<file path="config.mk">
export PLATFORM = sky130hd
export DESIGN_NAME = inflight_frame_window_tracker_core
export DESIGN_NICKNAME = d
export VERILOG_FILES = /design/src/hw/rtl/ifwt_pkg.sv /design/src/hw/rtl/ifwt_ctrl.sv /design/src/hw/rtl/ifwt_datapath.sv /design/src/hw/rtl/inflight_frame_window_tracker_core.sv
export SDC_FILE = /design/constraint.sdc
export NUM_CORES = 1
export LEC_CHECK = 0
export ABC_AREA = 1
export BUFFER_PORTS_ARGS = -buffer_cell sky130_fd_sc_hd__buf_2
export CAP_MARGIN = 20
export CORE_MARGIN = 1
export CORE_UTILIZATION = 30
export CTS_CLUSTER_DIAMETER = 150
export DETAILED_ROUTE_END_ITERATION = 8
export GPL_TIMING_DRIVEN = 0
export PLACE_DENSITY = 0.57
export SLEW_MARGIN = 20
export SYNTH_ARGS = -nofsm -noshare
export SYNTH_HDL_FRONTEND = slang
export SYNTH_SLANG_ARGS = --single-unit
export TNS_END_PERCENT = 50
</file>
<file path="constraint.sdc">
create_clock -name clk -period 3.6 [get_ports clk]
set_clock_uncertainty 0.15 [all_clocks]
set_input_delay 0.36 -clock clk [delete_from_list [all_inputs] [get_ports clk]]
set_output_delay 0.36 -clock clk [all_outputs]
set_load 0.01 [all_outputs]
</file>
<file path="src/hw/rtl/ifwt_pkg.sv">
// ----------------------------------------------------------------------------
// ifwt_pkg
// Shared types and constants of the in-flight frame window tracker.
// ----------------------------------------------------------------------------
`default_nettype none

package ifwt_pkg;

    localparam int MAX_FRAMES_DEF  = 8;
    localparam int FRAME_OVERHEAD  = 2 + 2 + 2 + 2;
    localparam int BUDGET_RESET    = 2048;
    localparam int LEN_W           = 12;
    localparam int BUDGET_W        = 16;
    localparam int REPORT_W        = 17;
    localparam int REPORT_MAX      = 131071;

    typedef enum logic [2:0] {
        OP_QUERY   = 3'd0,
        OP_COMMIT  = 3'd1,
        OP_ACK     = 3'd2,
        OP_ERROR   = 3'd3,
        OP_TIMEOUT = 3'd4,
        OP_CLEAR   = 3'd5
    } ifwt_op_t;

    typedef enum logic [2:0] {
        ST_IDLE,
        ST_EXEC,
        ST_CHECK,
        ST_READ,
        ST_POP,
        ST_DONE
    } ifwt_state_t;

    typedef struct packed {
        logic [2:0]  opcode;
        logic [11:0] length;
    } ifwt_in_t;

    typedef struct packed {
        logic        may_send;
        logic        rejected;
        logic [3:0]  window_frames;
        logic [16:0] window_bytes;
        logic [31:0] frames_sent;
        logic [31:0] ack_total;
        logic [31:0] error_total;
        logic [31:0] timeout_total;
        logic [31:0] forgotten_total;
        logic [16:0] peak_bytes;
    } ifwt_out_t;

    typedef struct packed {
        logic load;
        logic commit;
        logic reject;
        logic cnt_ack;
        logic cnt_err;
        logic cnt_tmo;
        logic clear;
        logic pop;
        logic forget;
    } ifwt_cmd_t;

    typedef struct packed {
        ifwt_op_t op;
        logic     empty;
        logic     full;
        logic     fits;
    } ifwt_status_t;

endpackage

`default_nettype wire

</file>
<file path="src/hw/rtl/ifwt_ctrl.sv">
// ----------------------------------------------------------------------------
// ifwt_ctrl
// Sequencer: decodes the held item and steps the datapath through pops.
// ----------------------------------------------------------------------------
`default_nettype none

module ifwt_ctrl (
    input  wire logic                  clk,
    input  wire logic                  rst_n,
    input  wire logic                  start,
    input  wire ifwt_pkg::ifwt_status_t status,
    output ifwt_pkg::ifwt_cmd_t        cmd,
    output logic                       busy,
    output logic                       done
);

    ifwt_pkg::ifwt_state_t state_reg;
    ifwt_pkg::ifwt_state_t state_next;

    always_ff @(posedge clk or negedge rst_n)
    begin
        if (!rst_n)
        begin
            state_reg <= ifwt_pkg::ST_IDLE;
        end
        else
        begin
            state_reg <= state_next;
        end
    end

    always_comb
    begin
        state_next = state_reg;
        unique case (state_reg)
            ifwt_pkg::ST_IDLE:
            begin
                if (start)
                begin
                    state_next = ifwt_pkg::ST_EXEC;
                end
            end
            ifwt_pkg::ST_EXEC:
            begin
                unique case (status.op) inside
                    ifwt_pkg::OP_ACK, ifwt_pkg::OP_ERROR:
                    begin
                        state_next = status.empty ? ifwt_pkg::ST_DONE : ifwt_pkg::ST_READ;
                    end
                    ifwt_pkg::OP_TIMEOUT:
                    begin
                        state_next = ifwt_pkg::ST_CHECK;
                    end
                    default:
                    begin
                        state_next = ifwt_pkg::ST_DONE;
                    end
                endcase
            end
            ifwt_pkg::ST_CHECK:
            begin
                if (!status.empty && !status.fits)
                begin
                    state_next = ifwt_pkg::ST_READ;
                end
                else
                begin
                    state_next = ifwt_pkg::ST_DONE;
                end
            end
            ifwt_pkg::ST_READ:
            begin
                state_next = ifwt_pkg::ST_POP;
            end
            ifwt_pkg::ST_POP:
            begin
                if (status.op == ifwt_pkg::OP_TIMEOUT)
                begin
                    state_next = ifwt_pkg::ST_CHECK;
                end
                else
                begin
                    state_next = ifwt_pkg::ST_DONE;
                end
            end
            ifwt_pkg::ST_DONE:
            begin
                state_next = ifwt_pkg::ST_IDLE;
            end
            default:
            begin
                state_next = ifwt_pkg::ST_IDLE;
            end
        endcase
    end

    always_comb
    begin
        cmd  = '0;
        busy = (state_reg != ifwt_pkg::ST_IDLE);
        done = (state_reg == ifwt_pkg::ST_DONE);
        unique case (state_reg)
            ifwt_pkg::ST_IDLE:
            begin
                cmd.load = start;
            end
            ifwt_pkg::ST_EXEC:
            begin
                unique case (status.op)
                    ifwt_pkg::OP_COMMIT:
                    begin
                        cmd.commit = !status.full;
                        cmd.reject = status.full;
                    end
                    ifwt_pkg::OP_ACK:     cmd.cnt_ack = 1'b1;
                    ifwt_pkg::OP_ERROR:   cmd.cnt_err = 1'b1;
                    ifwt_pkg::OP_TIMEOUT: cmd.cnt_tmo = 1'b1;
                    ifwt_pkg::OP_CLEAR:   cmd.clear   = 1'b1;
                    default:
                    begin
                    end
                endcase
            end
            ifwt_pkg::ST_POP:
            begin
                cmd.pop    = 1'b1;
                cmd.forget = (status.op == ifwt_pkg::OP_TIMEOUT);
            end
            default:
            begin
            end
        endcase
    end

`ifndef SYNTH
    // An accepted item always leaves the controller busy in the next cycle.
    a_accept_busy: assert property (@(posedge clk) disable iff (!rst_n)
        (start && !busy) |=> busy)
        else $error("accepted item did not make the controller busy");

    // A pop always follows the cycle that fetched the oldest length.
    a_pop_after_read: assert property (@(posedge clk) disable iff (!rst_n)
        (state_reg == ifwt_pkg::ST_POP) |-> ($past(state_reg) == ifwt_pkg::ST_READ))
        else $error("pop without a preceding ring read");
`endif

endmodule

`default_nettype wire

</file>
<file path="src/hw/rtl/ifwt_datapath.sv">
// ----------------------------------------------------------------------------
// ifwt_datapath
// Length ring, byte sum, frame count, statistics counters and budget register.
// ----------------------------------------------------------------------------
`default_nettype none

module ifwt_datapath #(
    parameter int MAX_FRAMES = ifwt_pkg::MAX_FRAMES_DEF
) (
    input  wire logic                  clk,
    input  wire logic                  rst_n,
    input  wire ifwt_pkg::ifwt_in_t    item,
    input  wire ifwt_pkg::ifwt_cmd_t   cmd,
    input  wire logic                  budget_we,
    input  wire logic [15:0]           budget_wdata,
    output ifwt_pkg::ifwt_status_t     status,
    output ifwt_pkg::ifwt_out_t        result
);

    localparam int IDX_W = (MAX_FRAMES > 1) ? $clog2(MAX_FRAMES) : 1;
    localparam int CNT_W = $clog2(MAX_FRAMES + 1);
    localparam int TW    = CNT_W + 1;
    localparam int SUM_W = $clog2(MAX_FRAMES * 4095 + 1);
    localparam int FW    = ((SUM_W > ifwt_pkg::BUDGET_W) ? SUM_W : ifwt_pkg::BUDGET_W) + 2;
    localparam int XW    = SUM_W + ifwt_pkg::REPORT_W;

    logic [2:0]                  op_reg;
    logic [ifwt_pkg::LEN_W-1:0]  len_reg;
    logic                        rej_reg, rej_next;
    logic [15:0]                 budget_reg;
    logic [IDX_W-1:0]            head_reg, head_next;
    logic [CNT_W-1:0]            count_reg, count_next;
    logic [SUM_W-1:0]            sum_reg, sum_next;
    logic [SUM_W-1:0]            peak_reg, peak_next;
    logic [31:0]                 sent_reg, sent_next;
    logic [31:0]                 ack_reg, ack_next;
    logic [31:0]                 err_reg, err_next;
    logic [31:0]                 tmo_reg, tmo_next;
    logic [31:0]                 forgot_reg, forgot_next;

    logic [ifwt_pkg::LEN_W-1:0]  ring_mem [MAX_FRAMES];
    logic [ifwt_pkg::LEN_W-1:0]  ring_rd_reg;

    logic [TW-1:0]               tail_sum;
    logic [IDX_W-1:0]            tail_idx;
    logic [SUM_W-1:0]            sum_add;
    logic [FW-1:0]               need;
    logic                        fits;
    logic                        full;
    logic [CNT_W+3:0]            cnt_ext;
    logic [XW-1:0]               sum_ext, peak_ext;

    // Write slot is (head + count) mod depth; count stays below depth on a commit.
    always_comb
    begin
        tail_sum = TW'(head_reg) + TW'(count_reg);
        if (tail_sum >= TW'(MAX_FRAMES))
        begin
            tail_sum = tail_sum - TW'(MAX_FRAMES);
        end
        tail_idx = tail_sum[IDX_W-1:0];
    end

    assign full    = (count_reg >= CNT_W'(MAX_FRAMES));
    assign sum_add = sum_reg + SUM_W'(len_reg);
    assign need    = FW'(sum_reg) + FW'(len_reg) + FW'(ifwt_pkg::FRAME_OVERHEAD);
    assign fits    = !full && (need <= FW'(budget_reg));

    always_ff @(posedge clk)
    begin
        if (cmd.commit)
        begin
            ring_mem[tail_idx] <= len_reg;
        end
        ring_rd_reg <= ring_mem[head_reg];
    end

    always_ff @(posedge clk)
    begin
        if (cmd.load)
        begin
            op_reg  <= item.opcode;
            len_reg <= item.length;
        end
    end

    always_comb
    begin
        rej_next    = rej_reg;
        head_next   = head_reg;
        count_next  = count_reg;
        sum_next    = sum_reg;
        peak_next   = peak_reg;
        sent_next   = sent_reg;
        ack_next    = ack_reg;
        err_next    = err_reg;
        tmo_next    = tmo_reg;
        forgot_next = forgot_reg;

        if (cmd.load)
        begin
            rej_next = 1'b0;
        end
        if (cmd.reject)
        begin
            rej_next = 1'b1;
        end
        if (cmd.commit)
        begin
            count_next = count_reg + CNT_W'(1);
            sum_next   = sum_add;
            sent_next  = sent_reg + 32'd1;
            if (sum_add > peak_reg)
            begin
                peak_next = sum_add;
            end
        end
        if (cmd.cnt_ack)
        begin
            ack_next = ack_reg + 32'd1;
        end
        if (cmd.cnt_err)
        begin
            err_next = err_reg + 32'd1;
        end
        if (cmd.cnt_tmo)
        begin
            tmo_next = tmo_reg + 32'd1;
        end
        if (cmd.clear)
        begin
            head_next  = '0;
            count_next = '0;
            sum_next   = '0;
        end
        if (cmd.pop)
        begin
            sum_next   = sum_reg - SUM_W'(ring_rd_reg);
            count_next = count_reg - CNT_W'(1);
            head_next  = (head_reg == IDX_W'(MAX_FRAMES - 1)) ? '0 : head_reg + IDX_W'(1);
        end
        if (cmd.forget)
        begin
            forgot_next = forgot_reg + 32'd1;
        end
    end

    always_ff @(posedge clk or negedge rst_n)
    begin
        if (!rst_n)
        begin
            rej_reg    <= 1'b0;
            budget_reg <= 16'(ifwt_pkg::BUDGET_RESET);
            head_reg   <= '0;
            count_reg  <= '0;
            sum_reg    <= '0;
            peak_reg   <= '0;
            sent_reg   <= '0;
            ack_reg    <= '0;
            err_reg    <= '0;
            tmo_reg    <= '0;
            forgot_reg <= '0;
        end
        else
        begin
            if (budget_we)
            begin
                budget_reg <= budget_wdata;
            end
            rej_reg    <= rej_next;
            head_reg   <= head_next;
            count_reg  <= count_next;
            sum_reg    <= sum_next;
            peak_reg   <= peak_next;
            sent_reg   <= sent_next;
            ack_reg    <= ack_next;
            err_reg    <= err_next;
            tmo_reg    <= tmo_next;
            forgot_reg <= forgot_next;
        end
    end

    assign status.op    = ifwt_pkg::ifwt_op_t'(op_reg);
    assign status.empty = (count_reg == '0);
    assign status.full  = full;
    assign status.fits  = fits;

    // Byte sums are kept exact and only saturated on the way out.
    assign cnt_ext  = {4'b0, count_reg};
    assign sum_ext  = {{ifwt_pkg::REPORT_W{1'b0}}, sum_reg};
    assign peak_ext = {{ifwt_pkg::REPORT_W{1'b0}}, peak_reg};

    always_comb
    begin
        result.may_send         = fits && ((op_reg == ifwt_pkg::OP_QUERY) ||
                                           (op_reg == ifwt_pkg::OP_TIMEOUT));
        result.rejected         = rej_reg;
        result.window_frames    = cnt_ext[3:0];
        result.window_bytes     = (sum_ext > XW'(ifwt_pkg::REPORT_MAX)) ?
                                  17'(ifwt_pkg::REPORT_MAX) : sum_ext[16:0];
        result.frames_sent      = sent_reg;
        result.ack_total        = ack_reg;
        result.error_total      = err_reg;
        result.timeout_total    = tmo_reg;
        result.forgotten_total  = forgot_reg;
        result.peak_bytes       = (peak_ext > XW'(ifwt_pkg::REPORT_MAX)) ?
                                  17'(ifwt_pkg::REPORT_MAX) : peak_ext[16:0];
    end

`ifndef SYNTH
    // The controller never pops an empty window.
    a_pop_nonempty: assert property (@(posedge clk) disable iff (!rst_n)
        cmd.pop |-> (count_reg != '0))
        else $error("pop issued on an empty window");

    // A stored commit grows the window by exactly one frame.
    a_commit_grows: assert property (@(posedge clk) disable iff (!rst_n)
        cmd.commit |=> (count_reg == CNT_W'($past(count_reg) + 1'b1)))
        else $error("commit did not add one frame");
`endif

endmodule

`default_nettype wire

</file>
<file path="src/hw/rtl/inflight_frame_window_tracker_core.sv">
// ----------------------------------------------------------------------------
// inflight_frame_window_tracker_core: in-flight frame window tracker.
// Steps: load, EXEC, DONE; ack/error that pops adds READ, POP before DONE.
// Timeout: EXEC, CHECK, then READ (one ring read), POP, CHECK per frame popped.
// Throughput: one item at a time; the next start is taken the cycle after done.
// Async active-low reset empties the window, zeroes counters, budget 2048.
// ----------------------------------------------------------------------------
`default_nettype none

module inflight_frame_window_tracker_core #(
    parameter int MAX_FRAMES = ifwt_pkg::MAX_FRAMES_DEF
) (
    input  wire logic               clk,
    input  wire logic               rst_n,
    input  wire logic               start,
    input  wire ifwt_pkg::ifwt_in_t item,
    output logic                    busy,
    output logic                    done,
    output ifwt_pkg::ifwt_out_t     result,
    input  wire logic               byte_budget_we,
    input  wire logic [15:0]        byte_budget_wdata
);

    ifwt_pkg::ifwt_cmd_t    cmd;
    ifwt_pkg::ifwt_status_t status;

    ifwt_ctrl u_ctrl (
        .clk    (clk),
        .rst_n  (rst_n),
        .start  (start),
        .status (status),
        .cmd    (cmd),
        .busy   (busy),
        .done   (done)
    );

    ifwt_datapath #(
        .MAX_FRAMES (MAX_FRAMES)
    ) u_datapath (
        .clk          (clk),
        .rst_n        (rst_n),
        .item         (item),
        .cmd          (cmd),
        .budget_we    (byte_budget_we),
        .budget_wdata (byte_budget_wdata),
        .status       (status),
        .result       (result)
    );

endmodule

`default_nettype wire
</file>
**After elaboration in Yosys (flattened, before gate mapping)**

Memory sizes are Yosys's and may differ from the RTL's. A register that Yosys moved wholly into a read port is not among the register bits.
Index checks and enable logic that the tools add are counted.
W data, S select, Z words.

- Bits in registers: 232
- Memory bits (writable): 96
- Input bits: 35
- Word-level logic and storage cells: 93
- Memories: 1

- $add $sub $neg: 14
- Magnitude comparators: 6
- Equality and inequality tests: 12
- Multiplexer cells: 30
- Reductions and logical operators: 16

Memories:

| memory | depth | width | rd ports | clocked after Yosys merged registers in | write ports | line | text |
|---|---|---|---|---|---|---|---|
| u_datapath.ring_mem | 8 | 12 | 1 | 1 | 1 | ifwt_datapath.sv:41 | `logic [ifwt_pkg::LEN_W-1:0] ring_mem [MAX_FRAMES];` |

Operators by type and width:

| kind | number |
|---|---|
| $add A32 B1 Y32 const B | 5 |
| $mux W15 | 3 |
| $gt A15 B17 Y1 const B | 2 |
| $mux W17 | 2 |
| $mux W3 | 8 |
| $add A18 B4 Y18 const B | 1 |
| $le A18 B16 Y1 | 1 |
| $add A15 B12 Y16 | 1 |
| $add A15 B12 Y15 | 1 |
| $eq A3 B3 Y1 const B | 5 |
| $gt A15 B15 Y1 | 1 |
| $pmux W3 S5 | 1 |
| $sub A15 B12 Y15 | 1 |
| $eq A3 B2 Y1 const B | 4 |
| $mux W4 | 3 |
| $mux W1 | 9 |
| $eq A3 B1 Y1 const B | 2 |
| $logic_not A3 Y1 | 2 |
| $mux W6 | 1 |
| $pmux W3 S2 | 1 |
| $reduce_bool A3 Y1 | 2 |
| $add A3 B4 Y5 | 1 |
| $ge A5 B4 Y1 const B | 1 |
| $add A4 B1 Y4 const B | 1 |
| other kinds (13) | 19 |

**Depth between registers and ports, before layout**

- Word-level depth: 8
- Gate-level depth with buffers: 29
- Mapped depth without buffers: 29

**Hierarchy**

A second synthesis with hierarchy kept.

- Cells, all modules: 2209
- Area, all modules: 18819.3 um^2

Modules (own cells, without submodules):

| module | times used | cells an instance | area an instance (um^2) | seq. area each (um^2) |
|---|---|---|---|---|
| ifwt_datapath | 1 | 2159 | 18537.8 | 8929.8 |
| ifwt_ctrl | 1 | 50 | 281.5 | 75.1 |

**Worst setup path before layout**

No wires, ideal clock.

- Path kind: reg-to-output
- From: register u_datapath.len_reg[0] (netlist name)
- To: output result[199] (netlist name)
- Arrival: 3.318 ns
- Data required time: 3.090 ns
- Setup slack: -0.228 ns
- Stages on the path, launching flop included: 25
- Buffers on the path: 0
- Path through: edfxtp_1 ha_1 inv_1 fa_1 inv_1 nand3_1 nand2_1 nand2_1 nand2_1 nand2_1 nor2_1 nand3_1 nor2_1 nand2_1 xor2_1 ha_1 nand2_1 inv_1 nand3_1 nor2_1 o211ai_1 nand3_1 nand2_1 nand2_1 nor3_1

RTL lines:

| element | line | text |
|---|---|---|
| start, declared | ifwt_datapath.sv:28 | `logic [ifwt_pkg::LEN_W-1:0] len_reg;` |
| start signal, assigned | ifwt_datapath.sv:83 | `len_reg <= item.length;` |
| end, declared | inflight_frame_window_tracker_core.sv:19 | `output ifwt_pkg::ifwt_out_t result,` |

==> summary.md <==
| Metric | Value |
|---|---|
| Outcome | `finished, violations left` |
| Violations in the final reports | `negative setup slack` |
| Clock Power Share | `0.251` |
| Number of cells in the finished layout apart from fillers | `~3100` |
| Number of vias per cell | `between 4 and 5` |
| Library cell with the highest instance count after synthesis | `sky130_fd_sc_hd__nand2_1` |
| Setup repair after global routing missed its margin | `yes` |
| Maximum Capacitance Violations | `0` |
| Clock network latency to the later pin of the worst-skew pair | `~0.57 ns` |
| Mean area per synthesized cell | `around 9 sq um` |
| Leading cell types by total area after synthesis | `sky130_fd_sc_hd__dfrtp_1 (31%), sky130_fd_sc_hd__edfxtp_1 (19%), sky130_fd_sc_hd__nand2_1 (8.5%)` |
| Final critical path time including I/O delays and setup | `between 4 and 5 ns` |
| Sequential Power Share | `0.296` |
| Number of rows in the core area | `88` |
| Depth of the critical timing path with buffers and inverters included | `23` |
| Data arrival time of the critical path | `3.96 ns` |
| Number of search-and-repair iterations in the first detailed-routing pass | `5` |
| Crit-path slowest cell | `sky130_fd_sc_hd__edfxtp_1` |
| Input/output buffers | `232` |
| Post-DRT Antenna Nets | `0` |
| Post-Place Worst Slack | `-1.062 ns` |
| Depth of the worst register-to-register path | `25` |
| TritonCTS Buffers | `approximately 40` |
| Clock H-tree levels | `2` |
| Dominant cell type by area after synthesis | `sky130_fd_sc_hd__dfrtp_1` |
| Cell Pwr Density | `around 750 nW/um^2` |
| Largest net degree at the start of global routing | `between 90 and 100` |
| Die area | `between 50000 and 60000 sq um` |
| Number of hold violations in the final report | `0` |
| Switching share of power | `0.4168` |
| Fill count | `roughly 5700` |
| Distinct cell type count after synthesis | `52` |
| Residual DRC count | `0` |
| Worst vdd rail ir drop | `0.5194 mV` |
| Initial DRC count | `724` |
| Total inserted antenna cells | `0` |
| Total global-route track usage | `0.1709` |
| WP data required | `3.09 ns` |
| Cell count after synthesis | `between 1500 and 2000` |
| Clock-pin transition on the worst setup and hold timing paths | `0.06 ns` |
| Die Y-Extent | `244.2 microns` |
| Worst path top cell family by delay | `simple AND/OR/NAND/NOR gates` |
| Number of placed cells counting well taps | `2956` |
| Top cell type's share of synthesized area | `0.3072` |
| Proportion of synthesized chip area in sequential cells | `0.5118` |
| Die W | `between 200 and 250 microns` |
| Biggest cell delay along the critical path | `approximately 0.51 ns` |
| Root buffer cell | `sky130_fd_sc_hd__clkbuf_16` |
| Startpoint types | `flop` |
| Highest attainable clock frequency | `0.2237 GHz` |
| Most numerous cell types in the synthesized netlist | `sky130_fd_sc_hd__nand2_1 (397), sky130_fd_sc_hd__inv_1 (231), sky130_fd_sc_hd__nor2_1 (227), sky130_fd_sc_hd__dfrtp_1 (216), sky130_fd_sc_hd__o21ai_0 (120)` |
| CTS sink count | `340` |
| Worst reg2reg setup slack | `-0.04 ns` |
| Post-synthesis instance area | `17590 sq um` |
| Global-route wire length before repair | `~81000 microns` |
| Fin worst setup slack | `-0.8698 ns` |
| CP bufs+invs | `4` |
| Crit Path Max Fanout | `5` |
| Critical register-to-register path startpoint | `u_datapath.len_reg[5]` |
| Critical Path, Cell by Cell | `ha_4 -> nand2_4 -> nor2_2 -> nand3_1 -> nand2_1 -> nand2_1 -> nand2_4 -> inv_2 -> nand2_4 -> nor2_4 -> buf_4 -> buf_4 -> nand3_1 -> nand2_1 -> ha_1 -> nand2_1 -> nor2_1 -> o211ai_1 -> nand3_1 -> nand2_4 -> nand2_4 -> nor3_4 -> buf_6` |
| Int Power | `9.891 mW` |
| Maximum clock path buffer count | `3` |
| CTS tree | `yes` |
| Global placement routability congestion | `around 0.90` |
| Total net switching power | `7.069 mW` |
| Max transition margin | `0.4366` |
| Slew at the pin with the worst max-slew slack | `0.8423 ns` |
| Worst setup path endpoint | `result[199]` |
| Reg-to-reg endpoint | `u_ctrl.state_reg[2]` |
| Type of the worst setup path | `flop to primary output` |
| Launch point of the critical path | `u_datapath.len_reg[5]` |
| Crit. End Element | `primary output` |
| Number of setup violations in the final report | `2` |
| Area of the core | `57810 sq um` |
| Most repeated library cell on the critical path | `sky130_fd_sc_hd__nand2_4` |
| Post-route total power | `around 17 mW` |
| Global-route congestion overflow total | `0` |
| Detailed placement HPWL | `around 38000 microns` |
| Max FFs per register | `96` |
| Leakage power of the design | `around 11 nW` |
| Nets | `between 2000 and 2500` |
| DRT Wirelength | `51430 microns` |
| Warnings, synthesis | `0` |
| Mean routed wirelength per cell | `between 15 and 20 microns` |
| Area growth, synth to finish | `27.93%` |
| Register ranked first by flip-flop count | `u_datapath.ring_mem` |
| FFs w/ async S/R, synth | `0.6382` |
| Most used flip-flop cell after synthesis | `sky130_fd_sc_hd__dfrtp_1` |
| Number of flops mapped to enable cells by yosys | `about 110` |
| Via count of the routed design | `14610` |
| Initial core utilization | `0.3044` |
| Hold WC Path Type | `primary input to flop` |
| Logic pwr share | `0.453` |
| Number of synthesized register bits | `between 300 and 400` |
| Share of the clock period used by the worst path after layout | `1.242` |
| Initial antenna violation count | `0` |
| Vias in the first global route | `14570` |
| Share of cells above drive strength 1 | `0.2165` |
| Count of boundary I/O pins | `around 240` |
| Pins over their slew limit | `0` |
-- cells in the final DEF, fill, tap and decap left out, types with 25 or more instances in the layout --
cell type                       instances
sky130_fd_sc_hd__clkbuf_1              32
sky130_fd_sc_hd__nand2_1              365
sky130_fd_sc_hd__xnor2_1               71
sky130_fd_sc_hd__nor2_1               203
sky130_fd_sc_hd__xor2_1                92
sky130_fd_sc_hd__nor3_1                53
sky130_fd_sc_hd__dfrtp_1              216
sky130_fd_sc_hd__buf_4                 60
sky130_fd_sc_hd__buf_2                234
sky130_fd_sc_hd__edfxtp_1             111
sky130_fd_sc_hd__a21oi_1               44
sky130_fd_sc_hd__dlygate4sd3_1         34
sky130_fd_sc_hd__nand2_2               25
sky130_fd_sc_hd__nand4_1               45
sky130_fd_sc_hd__o21ai_0              113
sky130_fd_sc_hd__inv_1                224
sky130_fd_sc_hd__ha_1                  53
sky130_fd_sc_hd__clkbuf_16             41
sky130_fd_sc_hd__nand3_1               97
-- through the flow --
stage	area, sq um	hold WS, ns	TNS [ns]	utilization
after detailed placement	19870	0.1908	-7.152	0.3437
after CTS	22190	0.1192	-0.8913	0.3838
after global placement	19770	0.3067	-430.80	0.3421
after floorplan	17660	-0.08559	0	-
final	22510	0.1450	-0.9084	0.3894
after global routing	22510	0.1844	-1.508	0.3894
-- worst min path at each step --
stage | to | slack, ns | depth (start not counted) | start
global route | u_datapath.budget_reg[3] | 0.18 | 3 | byte_budget_we
CTS | u_datapath.budget_reg[11] | 0.12 | 4 | byte_budget_we
detailed placement | u_datapath.tmo_reg[20] | 0.19 | 1 | rst_n
floorplan | u_ctrl.state_reg[0] | -0.09 | 0 | rst_n
global placement | u_datapath.tmo_reg[31] | 0.31 | 1 | u_datapath.tmo_reg[31]
finish | u_datapath.budget_reg[11] | 0.14 | 4 | byte_budget_we
-- layout make-up --
type	count	area, sq um	area share
buffer	33	167.7	0.007449
clock buffer	63	1199	0.05326
clock inverter	13	198.9	0.008839
inverter	239	902.1	0.04008
multi-input combinational	1344	8082	0.3591
sequential	340	9005	0.4001
tap	765	957.2	0.04253
timing repair buffer	324	1996	0.08867
-- cell families after synthesis --
| logic type | Yosys count | synth area share |
|---|---|---|
| adder cells (fa/ha/maj) | 69 | 0.05035 |
| AO/OA/AOI/OAI | 214 | 0.06543 |
| XOR/XNOR | 165 | 0.08214 |
| buffers and inverters | 272 | 0.05974 |
| flip-flops | 340 | 0.5118 |
| multiplexers | 1 | 0.0006400 |
| other | 1 | 0.0002132 |
| AND/OR/NAND/NOR | 891 | 0.2296 |
-- power by group through the flow --
| stage | clock (mW) | combinational (mW) | sequential [mW] |
|---|---|---|---|
| 2_1_floorplan | 0 | 4.29 | 5.01 |
| 3_3_place_gp | 0 | 6.18 | 5.11 |
| 3_5_place_dp | 0 | 6.32 | 5.12 |
| 4_1_cts | 4.39 | 7.18 | 5.02 |
| 5_1_grt | 4.52 | 8.60 | 5.08 |
| 6_report | 4.26 | 7.68 | 5.02 |
-- per-layer routing --
| metal | global-route usage | share of wire | up-vias |
|---|---|---|---|
| met5 | 0 | 0 | - |
| met4 | 0.05404 | 0.024 | 0 |
| met3 | 0.04500 | 0.071 | 82 |
| met2 | 0.2850 | 0.47 | 370 |
| met1 | 0.2148 | 0.43 | 6991 |
| li1 | - | - | 7169 |
-- worst register-to-register path, cell delays in order (launching register included) --
cell,delay (ns)
sky130_fd_sc_hd__edfxtp_1,0.51
sky130_fd_sc_hd__ha_4,0.36
sky130_fd_sc_hd__nand2_4,0.07
sky130_fd_sc_hd__nor2_2,0.14
sky130_fd_sc_hd__nand3_1,0.15
sky130_fd_sc_hd__nand2_1,0.13
sky130_fd_sc_hd__nand2_1,0.09
sky130_fd_sc_hd__nand2_4,0.11
sky130_fd_sc_hd__inv_2,0.06
sky130_fd_sc_hd__nand2_4,0.09
sky130_fd_sc_hd__nor2_4,0.05
sky130_fd_sc_hd__buf_4,0.12
sky130_fd_sc_hd__buf_4,0.12
sky130_fd_sc_hd__nand3_1,0.07
sky130_fd_sc_hd__nand2_1,0.07
sky130_fd_sc_hd__ha_1,0.29
sky130_fd_sc_hd__nand2_1,0.11
sky130_fd_sc_hd__nor2_1,0.17
sky130_fd_sc_hd__o211ai_1,0.11
sky130_fd_sc_hd__nand3_1,0.12
sky130_fd_sc_hd__nand2_4,0.11
sky130_fd_sc_hd__nand2_4,0.10
sky130_fd_sc_hd__buf_4,0.11
sky130_fd_sc_hd__nand3_1,0.05
sky130_fd_sc_hd__nand2_1,0.06
sky130_fd_sc_hd__inv_1,0.03
-- what timing repair did --
item | CTS | global route
cloned | 0 | 2
hold buffers | 34 | 0
hold endpoints to repair | 90 | 0
setup endpoints to repair | 18 | 18
pin swaps | 32 | 30
setup buffers | 39 | 13
resized for setup | 61 | 65
Note: power is estimated with default switching activity, not from simulation.
